$ cat src/rtl/core/ima_adpcm_block_decoder_assert.svh
// assertion macros shared by the ima adpcm block decoder rtl
// expects aclk and aresetn in the scope where a macro is used
`ifndef IMA_ADPCM_BLOCK_DECODER_ASSERT_SVH
`define IMA_ADPCM_BLOCK_DECODER_ASSERT_SVH

// property checked at every clock edge outside reset
`define IMAD_CHECK(label, prop, msg) \
    label: assert property (@(posedge aclk) disable iff (!aresetn) prop) else $error(msg);

// condition that must never be seen outside reset
`define IMAD_NEVER(label, cond, msg) \
    label: assert property (@(posedge aclk) disable iff (!aresetn) !(cond)) else $error(msg);

`endif

$ cat src/rtl/core/imad_pkg.sv
// shared types, constants and tables of the ima adpcm block decoder
// no dependencies
package imad_pkg;

    localparam int unsigned BLOCK_BYTES_W = 13;
    localparam logic [BLOCK_BYTES_W-1:0] BLOCK_BYTES_RESET = 13'd1024;
    localparam logic [BLOCK_BYTES_W-1:0] BLOCK_BYTES_MIN   = 13'd5;
    localparam logic [6:0] STEP_MAX_INDEX = 7'd88;

    typedef enum logic [1:0] {
        CMD_PRED,
        CMD_STEP,
        CMD_NIBS
    } imad_cmd_kind_t;

    // work item handed from the framing stage to the decode stage
    typedef struct packed {
        imad_cmd_kind_t kind;
        logic [15:0]    data;
    } imad_cmd_t;

    localparam logic [14:0] STEP_TABLE [0:88] = '{
        15'd7, 15'd8, 15'd9, 15'd10, 15'd11, 15'd12, 15'd13, 15'd14, 15'd16, 15'd17,
        15'd19, 15'd21, 15'd23, 15'd25, 15'd28, 15'd31, 15'd34, 15'd37, 15'd41, 15'd45,
        15'd50, 15'd55, 15'd60, 15'd66, 15'd73, 15'd80, 15'd88, 15'd97, 15'd107, 15'd118,
        15'd130, 15'd143, 15'd157, 15'd173, 15'd190, 15'd209, 15'd230, 15'd253, 15'd279,
        15'd307, 15'd337, 15'd371, 15'd408, 15'd449, 15'd494, 15'd544, 15'd598, 15'd658,
        15'd724, 15'd796, 15'd876, 15'd963, 15'd1060, 15'd1166, 15'd1282, 15'd1411,
        15'd1552, 15'd1707, 15'd1878, 15'd2066, 15'd2272, 15'd2499, 15'd2749, 15'd3024,
        15'd3327, 15'd3660, 15'd4026, 15'd4428, 15'd4871, 15'd5358, 15'd5894, 15'd6484,
        15'd7132, 15'd7845, 15'd8630, 15'd9493, 15'd10442, 15'd11487, 15'd12635,
        15'd13899, 15'd15289, 15'd16818, 15'd18500, 15'd20350, 15'd22385, 15'd24623,
        15'd27086, 15'd29794, 15'd32767
    };

    function automatic logic [14:0] step_size(input logic [6:0] idx);
        logic [14:0] s;
        if (idx > STEP_MAX_INDEX) begin
            s = STEP_TABLE[STEP_MAX_INDEX];
        end else begin
            s = STEP_TABLE[idx];
        end
        return s;
    endfunction

    // index change for the magnitude bits of a nibble
    function automatic logic signed [4:0] index_move(input logic [2:0] mag);
        logic signed [4:0] m;
        unique case (mag)
            3'd4:    m = 5'sd2;
            3'd5:    m = 5'sd4;
            3'd6:    m = 5'sd6;
            3'd7:    m = 5'sd8;
            default: m = -5'sd1;
        endcase
        return m;
    endfunction

endpackage

$ cat src/rtl/core/imad_frame.sv
// block framing: byte position, preamble capture, input register
// depends on imad_pkg
module imad_frame import imad_pkg::*; #(
    parameter int unsigned MAX_BLOCK_BYTES = 4096
) (
    input  logic        aclk,
    input  logic        aresetn,
    input  logic        cfg_valid,
    output logic        cfg_ready,
    input  logic [12:0] cfg_data,
    input  logic        s_valid,
    output logic        s_ready,
    input  logic [7:0]  s_data_byte,
    input  logic        s_word_start,
    output logic        cmd_valid,
    input  logic        cmd_ready,
    output imad_cmd_t   cmd
);

    // register is 13 bits wide, so a larger limit clamps to 8191
    localparam int unsigned MAX_LEN = (MAX_BLOCK_BYTES > 8191) ? 8191 : MAX_BLOCK_BYTES;
    localparam logic [BLOCK_BYTES_W-1:0] MAX_LEN_C = BLOCK_BYTES_W'(MAX_LEN);

    logic [BLOCK_BYTES_W-1:0] block_bytes_reg;
    logic [BLOCK_BYTES_W-1:0] pos_reg;
    logic [BLOCK_BYTES_W-1:0] pos_next;
    logic [7:0]               low_byte_reg;
    logic                     in_valid_reg;
    logic                     in_valid_next;
    imad_cmd_t                cmd_reg;
    imad_cmd_t                cmd_next;

    logic [BLOCK_BYTES_W-1:0] len;
    logic [BLOCK_BYTES_W-1:0] pos_eff;
    logic [BLOCK_BYTES_W:0]   pos_inc;
    logic                     accept;
    logic                     need_cmd;

    assign cfg_ready = 1'b1;
    assign s_ready   = !in_valid_reg || cmd_ready;
    assign accept    = s_valid && s_ready;
    assign cmd_valid = in_valid_reg;
    assign cmd       = cmd_reg;

    always_comb begin
        priority if (block_bytes_reg < BLOCK_BYTES_MIN) begin
            len = BLOCK_BYTES_MIN;
        end else if (block_bytes_reg > MAX_LEN_C) begin
            len = MAX_LEN_C;
        end else begin
            len = block_bytes_reg;
        end
    end

    always_comb begin
        pos_eff  = s_word_start ? '0 : pos_reg;
        pos_inc  = {1'b0, pos_eff} + {{BLOCK_BYTES_W{1'b0}}, 1'b1};
        pos_next = (pos_inc >= {1'b0, len}) ? '0 : pos_inc[BLOCK_BYTES_W-1:0];

        need_cmd = 1'b1;
        cmd_next.data = {8'd0, s_data_byte};
        priority if (pos_eff == BLOCK_BYTES_W'(1)) begin
            cmd_next.kind = CMD_PRED;
            cmd_next.data = {s_data_byte, low_byte_reg};
        end else if (pos_eff == BLOCK_BYTES_W'(2)) begin
            cmd_next.kind = CMD_STEP;
        end else if (pos_eff >= BLOCK_BYTES_W'(4)) begin
            cmd_next.kind = CMD_NIBS;
        end else begin
            // predictor low byte and reserved byte give no work
            cmd_next.kind = CMD_NIBS;
            need_cmd      = 1'b0;
        end

        in_valid_next = (accept && need_cmd) || (in_valid_reg && !cmd_ready);
    end

    always_ff @(posedge aclk) begin
        if (!aresetn) begin
            block_bytes_reg <= BLOCK_BYTES_RESET;
            pos_reg         <= '0;
            low_byte_reg    <= '0;
            in_valid_reg    <= 1'b0;
        end else begin
            if (cfg_valid && cfg_ready) begin
                block_bytes_reg <= cfg_data;
            end
            if (accept) begin
                pos_reg <= pos_next;
                if (pos_eff == '0) begin
                    low_byte_reg <= s_data_byte;
                end
            end
            in_valid_reg <= in_valid_next;
        end
    end

    always_ff @(posedge aclk) begin
        if (accept && need_cmd) begin
            cmd_reg <= cmd_next;
        end
    end

`include "ima_adpcm_block_decoder_assert.svh"

    `IMAD_CHECK(a_word_start_pos, accept && s_word_start |=> pos_reg == BLOCK_BYTES_W'(1), "word start did not restart the block")
    `IMAD_CHECK(a_cfg_write, cfg_valid |=> block_bytes_reg == $past(cfg_data), "block length write lost")
    `IMAD_CHECK(a_cmd_hold, in_valid_reg && !cmd_ready |=> in_valid_reg && $stable(cmd_reg), "pending work item changed")

endmodule

$ cat src/rtl/core/imad_decode.sv
// decode stage: predictor and step index state, result register, one nibble per cycle while the result register is free
// depends on imad_pkg
module imad_decode import imad_pkg::*; (
    input  logic        aclk,
    input  logic        aresetn,
    input  logic        cmd_valid,
    output logic        cmd_ready,
    input  imad_cmd_t   cmd,
    output logic        m_valid,
    input  logic        m_ready,
    output logic [15:0] m_sample,
    output logic        m_last_of_run
);

    logic               work_valid_reg;
    imad_cmd_t          work_reg;
    logic               phase_reg;
    logic signed [15:0] predictor_reg;
    logic [6:0]         step_index_reg;
    logic               out_valid_reg;
    logic [15:0]        out_sample_reg;
    logic               out_last_reg;

    logic               out_free;
    logic               fire;
    logic               work_done;
    logic [3:0]         nib;
    logic [14:0]        step;
    logic [18:0]        prod;
    logic [15:0]        diff;
    logic signed [17:0] sum;
    logic signed [15:0] pred_sat;
    logic signed [7:0]  idx_sum;
    logic [6:0]         idx_next;
    logic [6:0]         preamble_idx;

    assign out_free  = !out_valid_reg || m_ready;
    assign fire      = work_valid_reg && out_free;
    assign work_done = fire && ((work_reg.kind != CMD_NIBS) || phase_reg);
    assign cmd_ready = !work_valid_reg || work_done;

    assign m_valid       = out_valid_reg;
    assign m_sample      = out_sample_reg;
    assign m_last_of_run = out_last_reg;

    always_comb begin
        nib  = phase_reg ? work_reg.data[7:4] : work_reg.data[3:0];
        step = step_size(step_index_reg);
        // single truncation of ((2*mag+1)*step)>>3
        prod = 19'({nib[2:0], 1'b1}) * 19'(step);
        diff = prod[18:3];
        if (nib[3]) begin
            sum = 18'(predictor_reg) - $signed({2'b00, diff});
        end else begin
            sum = 18'(predictor_reg) + $signed({2'b00, diff});
        end
        priority if (sum > 18'sd32767) begin
            pred_sat = 16'sh7FFF;
        end else if (sum < -18'sd32768) begin
            pred_sat = 16'sh8000;
        end else begin
            pred_sat = sum[15:0];
        end

        idx_sum = $signed({1'b0, step_index_reg}) + 8'(index_move(nib[2:0]));
        priority if (idx_sum < 8'sd0) begin
            idx_next = '0;
        end else if (idx_sum > $signed({1'b0, STEP_MAX_INDEX})) begin
            idx_next = STEP_MAX_INDEX;
        end else begin
            idx_next = idx_sum[6:0];
        end

        preamble_idx = (work_reg.data[7:0] > {1'b0, STEP_MAX_INDEX}) ?
                       STEP_MAX_INDEX : work_reg.data[6:0];
    end

    always_ff @(posedge aclk) begin
        if (!aresetn) begin
            work_valid_reg <= 1'b0;
            phase_reg      <= 1'b0;
            predictor_reg  <= '0;
            step_index_reg <= '0;
            out_valid_reg  <= 1'b0;
        end else begin
            if (cmd_ready) begin
                work_valid_reg <= cmd_valid;
                phase_reg      <= 1'b0;
            end else if (fire) begin
                // low nibble done, high nibble next
                phase_reg <= 1'b1;
            end

            if (fire) begin
                unique case (work_reg.kind)
                    CMD_PRED: begin
                        predictor_reg <= work_reg.data;
                        out_valid_reg <= 1'b1;
                    end
                    CMD_STEP: begin
                        step_index_reg <= preamble_idx;
                        out_valid_reg  <= 1'b0;
                    end
                    CMD_NIBS: begin
                        predictor_reg  <= pred_sat;
                        step_index_reg <= idx_next;
                        out_valid_reg  <= 1'b1;
                    end
                    default: begin
                        out_valid_reg <= 1'b0;
                    end
                endcase
            end else if (m_ready) begin
                out_valid_reg <= 1'b0;
            end
        end
    end

    always_ff @(posedge aclk) begin
        if (cmd_ready && cmd_valid) begin
            work_reg <= cmd;
        end
        if (fire) begin
            if (work_reg.kind == CMD_PRED) begin
                out_sample_reg <= work_reg.data;
                out_last_reg   <= 1'b1;
            end else begin
                out_sample_reg <= pred_sat;
                out_last_reg   <= phase_reg;
            end
        end
    end

`include "ima_adpcm_block_decoder_assert.svh"

    `IMAD_NEVER(a_idx_range, step_index_reg > STEP_MAX_INDEX, "step index out of range")
    `IMAD_NEVER(a_phase_kind, work_valid_reg && phase_reg && work_reg.kind != CMD_NIBS, "high nibble phase on a preamble item")
    `IMAD_CHECK(a_low_then_high, fire && work_reg.kind == CMD_NIBS && !phase_reg |=> work_valid_reg && phase_reg, "high nibble lost after low nibble")
    `IMAD_CHECK(a_step_no_out, fire && work_reg.kind == CMD_STEP |=> !out_valid_reg, "step index byte produced a sample")

endmodule

$ cat src/rtl/core/ima_adpcm_block_decoder.sv
// top level of the ima adpcm block decoder
// depends on imad_pkg, imad_frame, imad_decode
//
// Decodes a byte stream of WAV-style IMA ADPCM blocks (4-byte preamble, then two 4-bit
// codes per byte, low nibble first) into 16-bit signed PCM. Bytes enter through s_*, samples
// leave through m_*; the user must write the block length through cfg_* only while the
// decoder is idle, which the block does not enforce (reset value 1024, values below 5 act
// as 5). A transfer on the input lands in an input register; the decode stage handles one
// nibble per cycle while its result register is free, since each nibble's step multiply and
// saturating add depend on the predictor left by the one before. A data byte gives two
// samples, the predictor high byte one and the step index byte none; the predictor low byte
// and the reserved byte give no work. The input register holds the next item while the
// single nibble unit works through the current one. The result register holds a sample
// until m_ready, and meanwhile the input side takes bytes only until its register fills.
module ima_adpcm_block_decoder import imad_pkg::*; #(
    parameter int unsigned MAX_BLOCK_BYTES = 4096
) (
    input  logic        aclk,
    input  logic        aresetn,
    input  logic        cfg_valid,
    output logic        cfg_ready,
    input  logic [12:0] cfg_data,
    input  logic        s_valid,
    output logic        s_ready,
    input  logic [7:0]  s_data_byte,
    input  logic        s_word_start,
    output logic        m_valid,
    input  logic        m_ready,
    output logic signed [15:0] m_sample,
    output logic        m_last_of_run
);

    logic        cmd_valid;
    logic        cmd_ready;
    imad_cmd_t   cmd;
    logic [15:0] sample_bits;

    imad_frame #(
        .MAX_BLOCK_BYTES (MAX_BLOCK_BYTES)
    ) u_frame (
        .aclk         (aclk),
        .aresetn      (aresetn),
        .cfg_valid    (cfg_valid),
        .cfg_ready    (cfg_ready),
        .cfg_data     (cfg_data),
        .s_valid      (s_valid),
        .s_ready      (s_ready),
        .s_data_byte  (s_data_byte),
        .s_word_start (s_word_start),
        .cmd_valid    (cmd_valid),
        .cmd_ready    (cmd_ready),
        .cmd          (cmd)
    );

    imad_decode u_decode (
        .aclk          (aclk),
        .aresetn       (aresetn),
        .cmd_valid     (cmd_valid),
        .cmd_ready     (cmd_ready),
        .cmd           (cmd),
        .m_valid       (m_valid),
        .m_ready       (m_ready),
        .m_sample      (sample_bits),
        .m_last_of_run (m_last_of_run)
    );

    assign m_sample = $signed(sample_bits);

endmodule
$ cat config.mk
export PLATFORM = sky130hd
export DESIGN_NAME = ima_adpcm_block_decoder
export DESIGN_NICKNAME = d
export VERILOG_FILES = /design/src/rtl/core/imad_pkg.sv /design/src/rtl/core/imad_frame.sv /design/src/rtl/core/imad_decode.sv /design/src/rtl/core/ima_adpcm_block_decoder.sv
export VERILOG_INCLUDE_DIRS = /design/src /design/src/rtl/core
export SDC_FILE = /design/constraint.sdc
export NUM_CORES = 1
export LEC_CHECK = 0
export BUFFER_PORTS_ARGS = -buffer_cell sky130_fd_sc_hd__buf_2
export CAP_MARGIN = 15
export CORE_ASPECT_RATIO = 0.5
export CORE_MARGIN = 2
export CORE_UTILIZATION = 55
export DETAILED_ROUTE_END_ITERATION = 10
export PLACE_DENSITY = 0.72
export SETUP_SLACK_MARGIN = 0.02
export SLEW_MARGIN = 10
export SYNTH_ARGS = -nofsm -noshare
export SYNTH_HDL_FRONTEND = slang
export SYNTH_SLANG_ARGS = --single-unit
$ cat constraint.sdc
create_clock -name aclk -period 10 [get_ports aclk]
set_input_delay 1 -clock aclk [delete_from_list [all_inputs] [get_ports aclk]]
set_output_delay 1 -clock aclk [all_outputs]
set_load 0.02 [all_outputs]
==> Yosys cells after proc, flatten, opt, wreduce, memory -nomap -nowiden <==
Memory sizes are Yosys's and may differ from the RTL's.
Cells that the tools add are included.
{ "classes": {"n_addsub": 4, "multipliers": 1, "n_lt_le_gt_ge": 11, "eq_ne": 9, "mux": 26, "n_bitwise": 2, "reduce_logical": 25} }
{ "ops": {"columns": ["cell", "n"], "rows": [
  ["$mux 13", 4],
  ["$mux 16", 3],
  ["$mux 15", 3],
  ["$pmux 16 s2", 1],
  ["$mux 7", 3],
  ["$pmux 5 s4", 1],
  ["$mul 4x15->19", 1],
  ["$add 16x17->18", 1],
  ["$gt 18x16->1 const B", 1],
  ["$lt 18x16->1 const B", 1],
  ["$mux 18", 1],
  ["$sub 16x17->18", 1],
  ["$add 13x1->14 const B", 1],
  ["$ge 14x13->1", 1],
  ["$pmux 7 s2", 1],
  ["$eq 13x1->1 const B", 1],
  ["$eq 13x2->1 const B", 1],
  ["$ge 13x3->1 const B", 1],
  ["$gt 13x13->1 const B", 1],
  ["$logic_not 13->1", 1],
  ["$lt 13x3->1 const B", 1],
  ["$eq 3x3->1 const B", 4],
  ["$add 8x5->8", 1],
  ["$ge 8x8->1 const B", 1],
  ["20 further kinds", 42]
]} }
{ "totals": {"register_bits": 114, "romBits": 1920, "inputBits": 27, "output_inout_bits": 20, "wordCells": 95, "n_memories": 1} }
{ "memory_table": {"columns": ["memory", "depth", "word_bits", "read_ports", "rd_clocked_by_memory_dff", "write_ports", "line", "rtl"], "rows": [
  ["(no name shown)", 128, 15, 1, 0, 0, "imad_pkg.sv:41", "s = STEP_TABLE[idx];"]
]} }

==> Logic depth before layout (Yosys ltp) <==
Gate-level depths: netlist of the first run.
{ "depth": {"ltp_word": 12, "mapped_depth": 41, "depth_no_buf": 37} }

==> Hierarchy <==
A second synthesis of the first run with hierarchy kept.
{ "hier_totals": {"cells_unflattened": 1271, "hier_area_um2": 10568.9} }
{ "modules_own_cells": {"columns": ["mod", "n_inst", "cells_each", "area_each_um2", "seq_area_each_um2"], "rows": [
  ["imad_decode", 1, 988, 7738.7, 1571.5],
  ["imad_frame", 1, 283, 2830.2, 1241.2]
]} }

==> Worst setup path before layout of the first run <==
Ideal clock, no wire load.
{ "synth_path": {"path_type": "reg2reg", "startpoint": "register u_decode.step_index_reg[0]", "endpoint": "register u_decode.out_sample_reg[9] (netlist: u_decode.m_sample[9]) (data pin)", "setup_time_ns": 0.261, "arrival_time_ns": 8.372, "required_time_ns": 9.739, "path_slack_ns": 1.367, "stages_incl_launch_ff": 41, "n_path_buf": 4, "period_less_slack_ns": 8.633, "cell_sequence": "dfxtp_1 -> clkbuf_1 -> inv_1 -> ha_1 -> clkbuf_1 -> nand2_1 -> nand3_1 -> o22ai_1 -> nor3_1 -> a21oi_1 -> o22ai_1 -> o21a_1 -> nor2_1 -> fa_1 -> inv_1 -> fa_1 -> inv_1 -> ha_1 -> (+5 left out) -> nand3_1 -> mux2_4 -> and4b_1 -> and2_1 -> nor2_1 -> xor2_1 -> ha_1 -> a21oi_1 -> o21ai_0 -> a21oi_1 -> a2111oi_0 -> or3_1 -> and3_1 -> a41oi_1 -> nand4_2 -> buf_2 -> nand2_1 -> a21oi_1"} }
{ "synth_via": {"elab_chain_cells": 12, "word_cells_on_any_way": 15, "classes_between": "add/sub: 2; mul: 1; order compare: 3; mux: 7; bitwise: 1; memory: 1"} }
{ "synth_lines": {"columns": ["element", "line", "rtl"], "rows": [
  ["start: declaration", "imad_decode.sv:19", "logic [6:0] step_index_reg;"],
  ["start signal: assignment", "imad_decode.sv:101", "step_index_reg <= preamble_idx;"],
  ["start signal: assignment", "imad_decode.sv:106", "step_index_reg <= idx_next;"],
  ["$not 7->8 (implied by the code)", "imad_pkg.sv:41", null],
  ["$mem_v2 128x15", null, null],
  ["$mux 15 (implied by the code) (2 in a row)", "imad_pkg.sv:41", null],
  ["$mux 15 *", "imad_pkg.sv:38", "if (idx > STEP_MAX_INDEX) begin"],
  ["$mul 4x15->19 *", "imad_decode.sv:50", "prod = 19'({nib[2:0], 1'b1}) * 19'(step);"],
  ["$add 16x17->18 or $sub 16x17->18 (tied branches)", "imad_decode.sv:55, imad_decode.sv:53", null],
  ["$mux 18 *", "imad_decode.sv:52", "if (nib[3]) begin"],
  ["$lt 18x16->1", "imad_decode.sv:59", "end else if (sum < -18'sd32768) begin"],
  ["$mux 16", "imad_decode.sv:59", null],
  ["$mux 16 *", "imad_decode.sv:57", "priority if (sum > 18'sd32767) begin"],
  ["$mux 16 *", "imad_decode.sv:124", "if (work_reg.kind == CMD_PRED) begin"],
  ["end signal: assignment", "imad_decode.sv:125", "out_sample_reg <= work_reg.data;"],
  ["end signal: assignment", "imad_decode.sv:128", "out_sample_reg <= pred_sat;"],
  ["end: declaration", "imad_decode.sv:21", "logic [15:0] out_sample_reg;"]
]} }
Every way passes the cells marked *; elsewhere a longest branch is shown, timed or not. The select of a mux whose other input is x is not followed.
A chain may end at the register's enable or synchronous reset.

==> Worst setup path after layout of the first run <==
{ "layout_path": {"startpoint": "register u_decode.step_index_reg[1]", "endpoint": "register u_decode.out_sample_reg[14] (netlist: u_decode.m_sample[14]) (data pin)"} }
Same word-level chain as after synthesis.

==> results of run 1 <==
==> worst max-delay path, delay by kind of cell, from the launching register on <==
kind | cells | cell delay, ns
flip-flops | 1 | 0.31
AO/OA/AOI/OAI | 13 | 3.17
buffers and inverters | 4 | 0.59
adder cells (fa/ha/maj) | 5 | 2.25
XOR/XNOR | 2 | 0.47
multiplexers | 1 | 0.32
AND/OR/NAND/NOR | 10 | 1.89
==> logic make-up (layout without fill, tap and decap cells) <==
group / Yosys count / in the layout / share of synthesized area [%]
AOI/OAI and AO/OA: 377 / 377 / 23.1
and+or+nand+nor: 430 / 430 / 20.3
DFF: 114 / 114 / 26.8
buffers and inverters: 157 / 180 / 6.08
adders and majority gates: 106 / 106 / 14.6
muxes: 47 / 47 / 4.67
xor gates and xnor gates: 54 / 54 / 4.50
other: 1 / 1 / 0.0357
==> metrics by stage <==
step | setup slack (ns) | instances
CTS | 0.380 | 1567
global route | 0.0524 | 1568
finish | 0.720 | 1568
detailed placement | 0.409 | 1535
floorplan | 1.37 | 1286
global placement | 0.690 | 1535
==> cell type report <==
cell class,count,area (um^2)
fill,1663,7030
timing repair buffer,62,365
sequential,114,2810
clock inverter,12,145
inverter,86,323
multi-input combinational,1015,7090
tap,259,324
clock buffer,20,479
==> per-layer routing <==
metal  global-route usage (%)  vias up
met5                        0        -
met4                     9.17        0
met3                     3.80       64
met2                     49.2      401
met1                     39.3     4568
li1                         -     4611
==> worst max path at each step <==
stage / start / end / slack (ns) / cells past startpoint
CTS: u_decode.step_index_reg[1] / u_decode.m_sample[14] / 0.38 / 34
finish: u_decode.step_index_reg[1] / u_decode.m_sample[14] / 0.72 / 35
global placement: u_decode.step_index_reg[1] / u_decode.m_sample[14] / 0.69 / 34
floorplan: u_decode.step_index_reg[0] / u_decode.m_sample[9] / 1.37 / 40
global route: u_decode.step_index_reg[1] / u_decode.m_sample[14] / 0.05 / 34
detailed placement: u_decode.step_index_reg[1] / u_decode.m_sample[13] / 0.41 / 34
==> synthesized netlist by cell type (33+ instances only) <==
cell type / number / area share, %
xnor2_1: 34 / 2.8
nor2_1: 115 / 4.1
a21oi_1: 119 / 5.7
nor2b_1: 40 / 2.4
edfxtp_1: 53 / 15
clkbuf_1: 48 / 1.7
mux2i_1: 34 / 3.2
inv_1: 85 / 3.0
nand2b_1: 33 / 2.0
dfxtp_1: 61 / 12
ha_1: 77 / 9.2
nand2_1: 115 / 4.1
o21ai_0: 84 / 4.0
==> what timing repair did <==
item / CTS / global route
buffers inserted: 0 / 1
setup endpoints to repair: 0 / 30
resized for setup: 0 / 5
==> power groups by stage <==
stage	Sequential (uW)	Combinational [uW]	Clock (uW)
after floorplan	522	275	0
after global routing	516	406	656
after global placement	524	348	0
after CTS	514	358	635
after detailed placement	524	352	0
final	515	370	628
==> impl_results.md, run 1 <==
* ANT cells at 0
* Synth Flop Type: dfxtp_1
* Final setup viols at 0
* WL per Instance at 18.5 um
* P_sw at 461 uW
* Commonest non-fill, non-tap cells in the layout: a21oi_1, nor2_1, nand2_1, inv_1, o21ai_0
* Flop2flop setup slack at 0.72 ns
* Sw frac at 30.5%
* Syn_area_per_cell at 8.17 um^2
* Critical-path top delay cell: fa_1
* Total Routed Length at 28900 um
* H-tree depth at 4
* Area delta synth->final at 9.75%
* CP Capture Type: flop
* Final hold viol count at 0
* Seq pwr share at 34.0%
* Req. time, crit path at 10.15 ns
* Clock Latency Late Sink at 0.41 ns
* Via density at 6.15
* Worst R2R End: u_decode.m_sample[14]
* Setup Skew at 0.0125 ns
* Post-Route M1 WL at 12900 um
* RD Place Congestion at 0.994
* Final TNS setup at 0 ns
* Pin count of the biggest net entering global routing at 52
* Final period utilization at 92.8%
* TritonCTS buffer count at 17
* TritonCTS clock tree: yes
* RSZ-0062 raised after global routing: no
* Wire length on met3 at 1970 um
* Nets at 1428
* Synth Register Bits at 114
* Number of max-cap violations at 0
* Fraction of layout cells with a size suffix above 1 at 10.6%
* Synth async-reset ratio at 0%
* Worst-path clk slew at 0.06 ns
* Top Layer Used: met4
* DIE WIDTH at 200 um
* Via Count at 9644
* Period minus WS final at 9.28 ns
* Global route overflow at 0
* Count of cell types in the netlist at 88
* Status: finished clean
* Int Pwr at 1050 uW
* Initial antenna violation count at 0
* Combinational Power Share at 24.4%
* CORE AREA at 18600 um^2
* Overall power at 1510 uW
* Chip Height at 102 um
* Max IR drop VDD at 0.000161 V
* Placement row count at 35
* P_leak at 0.00486 uW
* CP max stage delay at 0.58 ns
* Initial Util at 56.6%
* Synthesized cell area at 10500 um^2
* FMAX at 0.108 GHz
* Ports at 47
* IO Port Bufs at 45
* Worst slew pin tran at 1.03 ns
* Max clock buf depth at 2
* CTS root buf: clkbuf_16
* Pwr/cell area at 131 nW/um^2
* Cell mode on critical path: a21oi_1
* Worst flop-to-flop path startpoint: u_decode.step_index_reg[1]
* Post-Syn Instances at 1286
* Hold worst-path end: u_decode.work_reg[17]
* Max FO, Critical Path at 14
* Placed instance area at 10900 um^2
* Design area at 11500 um^2
* Number of global-route vias before repair at 9345
* Met2 routed WL at 13400 um
* Crit Path Category: flop to flop
* Post-route ant nets at 0
* Synthesized Nets at 1418
* CTS hold repair buffers at 0
* Hold path startpoint: u_frame.cmd[17]
* DIE AREA at 20300 um^2
* Hold Path Stages at 0
* Sink Count at 114
* Hold WS at 0.416 ns
* Worst Hold Class: flop to flop
* Reg2Reg Depth at 35
* EDFF count, synth at 53
* Max Slew Vio Count at 0
* YS warnings at 0
* Initial DRT Pass Iterations at 5
* Clk pwr share at 41.5%
* Startpoint types: flop
* DRC errors left at 0
* Max_slew headroom at 30.7%
* CP arrival at 9.43 ns
* Commonest non-fill, non-tap cell in the layout: a21oi_1
* Initial DRC Count at 880
* GRT Util Overall at 29.2%
* First-pass GRT wire length at 47400 um
* Seq/Total Area, Yosys at 26.8%
* Core Util, Final at 62.1%
* Dpl hpwl at 21200 um
No activity file was read; power rests on OpenSTA's default activity.
==> inputs of run 2 (changes only) <==
CORE_UTILIZATION = 30   (was 55)
PLACE_DENSITY = default   (was 0.72)
==> impl_results.md, run 2 (synthesis results as in run 1) <==
* CP Capture Type: flop (unchanged)
* TritonCTS buffer count at 17 (unchanged)
* CP arrival at 9.39 ns (was 9.43 ns)
* Cell mode on critical path: fa_1 (was a21oi_1)
* Pwr/cell area at 122 nW/um^2 (was 131 nW/um^2)
* Nets at 1428 (unchanged)
* Req. time, crit path at 10.25 ns (was 10.15 ns)
* DIE WIDTH at 269 um (was 200 um)
* Area delta synth->final at 12.0% (was 9.75%)
* Post-route ant nets at 0 (unchanged)
* WL per Instance at 15.4 um (was 18.5 um)
* Combinational Power Share at 25.4% (was 24.4%)
* Commonest non-fill, non-tap cell in the layout: a21oi_1 (unchanged)
* Pin count of the biggest net entering global routing at 63 (was 52)
* Critical-path top delay cell: a21oi_2 (was fa_1)
* IO Port Bufs at 45 (unchanged)
* Max IR drop VDD at 0.000115 V (was 0.000161 V)
* Design area at 11800 um^2 (was 11500 um^2)
* Dpl hpwl at 20500 um (was 21200 um)
* Final hold viol count at 0 (unchanged)
* Initial DRC Count at 645 (was 880)
* RSZ-0062 raised after global routing: no (unchanged)
* Worst Hold Class: flop to flop (unchanged)
* Placed instance area at 11100 um^2 (was 10900 um^2)
* Status: finished clean (unchanged)
* Max FO, Critical Path at 11 (was 14)
* Commonest non-fill, non-tap cells in the layout: a21oi_1, nor2_1, nand2_1, inv_1, o21ai_0 (unchanged)
* CTS root buf: clkbuf_16 (unchanged)
* ANT cells at 0 (unchanged)
* Crit Path Category: flop to flop (unchanged)
* Worst slew pin tran at 1.07 ns (was 1.03 ns)
* FMAX at 0.109 GHz (was 0.108 GHz)
* Final TNS setup at 0 ns (unchanged)
* CTS hold repair buffers at 0 (unchanged)
* Total Routed Length at 27500 um (was 28900 um)
* Sink Count at 114 (unchanged)
* Chip Height at 136 um (was 102 um)
* CP max stage delay at 0.69 ns (was 0.58 ns)
* Startpoint types: flop (unchanged)
* Final setup viols at 0 (unchanged)
* Initial Util at 30.5% (was 56.6%)
* Final period utilization at 91.4% (was 92.8%)
* Worst-path clk slew at 0.05 ns (was 0.06 ns)
* Worst Path Buf+Inv at 2 (was 4)
* DRC errors left at 0 (unchanged)
* GRT Util Overall at 15.3% (was 29.2%)
* CORE AREA at 34500 um^2 (was 18600 um^2)
* Top delay family on crit path: compound AO/OA/AOI/OAI gates (unchanged)
* DIE AREA at 36600 um^2 (was 20300 um^2)
* Period minus WS final at 9.14 ns (was 9.28 ns)
* Placement row count at 48 (was 35)
* Setup Skew at 0.0105 ns (was 0.0125 ns)
* Clock Latency Late Sink at 0.41 ns (about the same)
* H-tree depth at 4 (unchanged)
* Fraction of layout cells with a size suffix above 1 at 10.7% (was 10.6%)
* Initial DRT Pass Iterations at 5 (unchanged)
* Sw frac at 29.5% (was 30.5%)
* Initial antenna violation count at 0 (unchanged)
* Max clock buf depth at 2 (unchanged)
* Seq pwr share at 35.8% (was 34.0%)
* Ports at 47 (unchanged)
* Number of max-cap violations at 0 (unchanged)
* Via density at 5.22 (was 6.15)
* RD Place Congestion at 0.935 (was 0.994)
* Number of global-route vias before repair at 8788 (was 9345)
* Clk pwr share at 38.8% (was 41.5%)
* P_leak at 0.00485 uW (was 0.00486 uW)
* Max Slew Vio Count at 0 (unchanged)
* Via Count at 9317 (was 9644)
* Max_slew headroom at 28.1% (was 30.7%)
* P_sw at 423 uW (was 461 uW)
* First-pass GRT wire length at 45500 um (was 47400 um)
* Int Pwr at 1010 uW (was 1050 uW)
* Overall power at 1440 uW (was 1510 uW)
* Global route overflow at 0 (unchanged)
* TritonCTS clock tree: yes (unchanged)
[run 2: cell types whose count changed in the layout (fill, tap and decap cells not counted), moves of 2 or more]
cell	change
clkbuf_1	+2
bufinv_16	-2
inv_6	-2
clkinv_2	+4
buf_12	+2
clkbuf_8	+7
clkinv_4	-5
clkbuf_16	-2
buf_4	-3
[run 2: power by group through the flow]
stage / Sequential (uW) / Clock (uW) / Combinational [uW]
4_1_cts: 514 / 566 / 354
5_1_grt: 515 / 589 / 404
3_5_place_dp: 523 / 0 / 349
2_1_floorplan: 522 / 0 / 275
6_report: 514 / 557 / 364
3_3_place_gp: 523 / 0 / 347
[run 2: final timing paths]
check	start	slack [ns]	end	cells after the start
worst max-delay path	u_decode.step_index_reg[1]	0.86	u_decode.m_sample[0]	34
worst min-delay path	u_frame.cmd[11]	0.41	u_decode.work_reg[11]	0
worst max register to register	u_decode.step_index_reg[1]	0.86	u_decode.m_sample[0]	34
worst min register to register	u_frame.cmd[11]	0.41	u_decode.work_reg[11]	0
[run 2: metal layers]
layer / vias up / GRT usage (%) / part of all wire (%)
li1: 4618 / - / -
met1: 4400 / 20.5 / 46
met2: 248 / 25.7 / 47
met3: 51 / 1.67 / 4.2
met4: 0 / 5.65 / 2.6
met5: - / 0 / 0
[run 2: per-stage QoR]
step / cells / hold WS [ns] / utilization [%] / setup slack, ns
floorplan: 1286 / 0.400 / - / 1.37
global placement: 1749 / 0.401 / 32.3 / 0.571
detailed placement: 1749 / 0.405 / 32.3 / 0.404
CTS: 1781 / 0.415 / 34.0 / 0.343
global route: 1784 / 0.420 / 34.2 / 0.0854
finish: 1784 / 0.412 / 34.2 / 0.856
[run 2: final cells by class]
type | instances | area, um^2
clock inverter | 5 | 25.0
clock buffer | 27 | 533
inverter | 86 | 323
multi-input combinational | 1015 | 7100
fill | 3635 | 22700
sequential | 114 | 2820
tap | 475 | 594
timing repair buffer | 62 | 390
[run 2: worst reg2reg max path: cells and delay by family (launching register included)]
kind	cells	cell delay (ns)
AO/OA/AOI/OAI	12	3.42
flip-flops	1	0.30
multiplexers	1	0.31
XOR/XNOR	1	0.15
buffers and inverters	2	0.51
AND/OR/NAND/NOR	13	1.92
adder cells (fa/ha/maj)	5	2.34
[run 2: repair_timing]
action / CTS / global route
resized for setup: 0 / 7
endpoints found under the hold margin: 0 / 0
buffers inserted: 0 / 2
endpoints found under the setup margin: 0 / 30
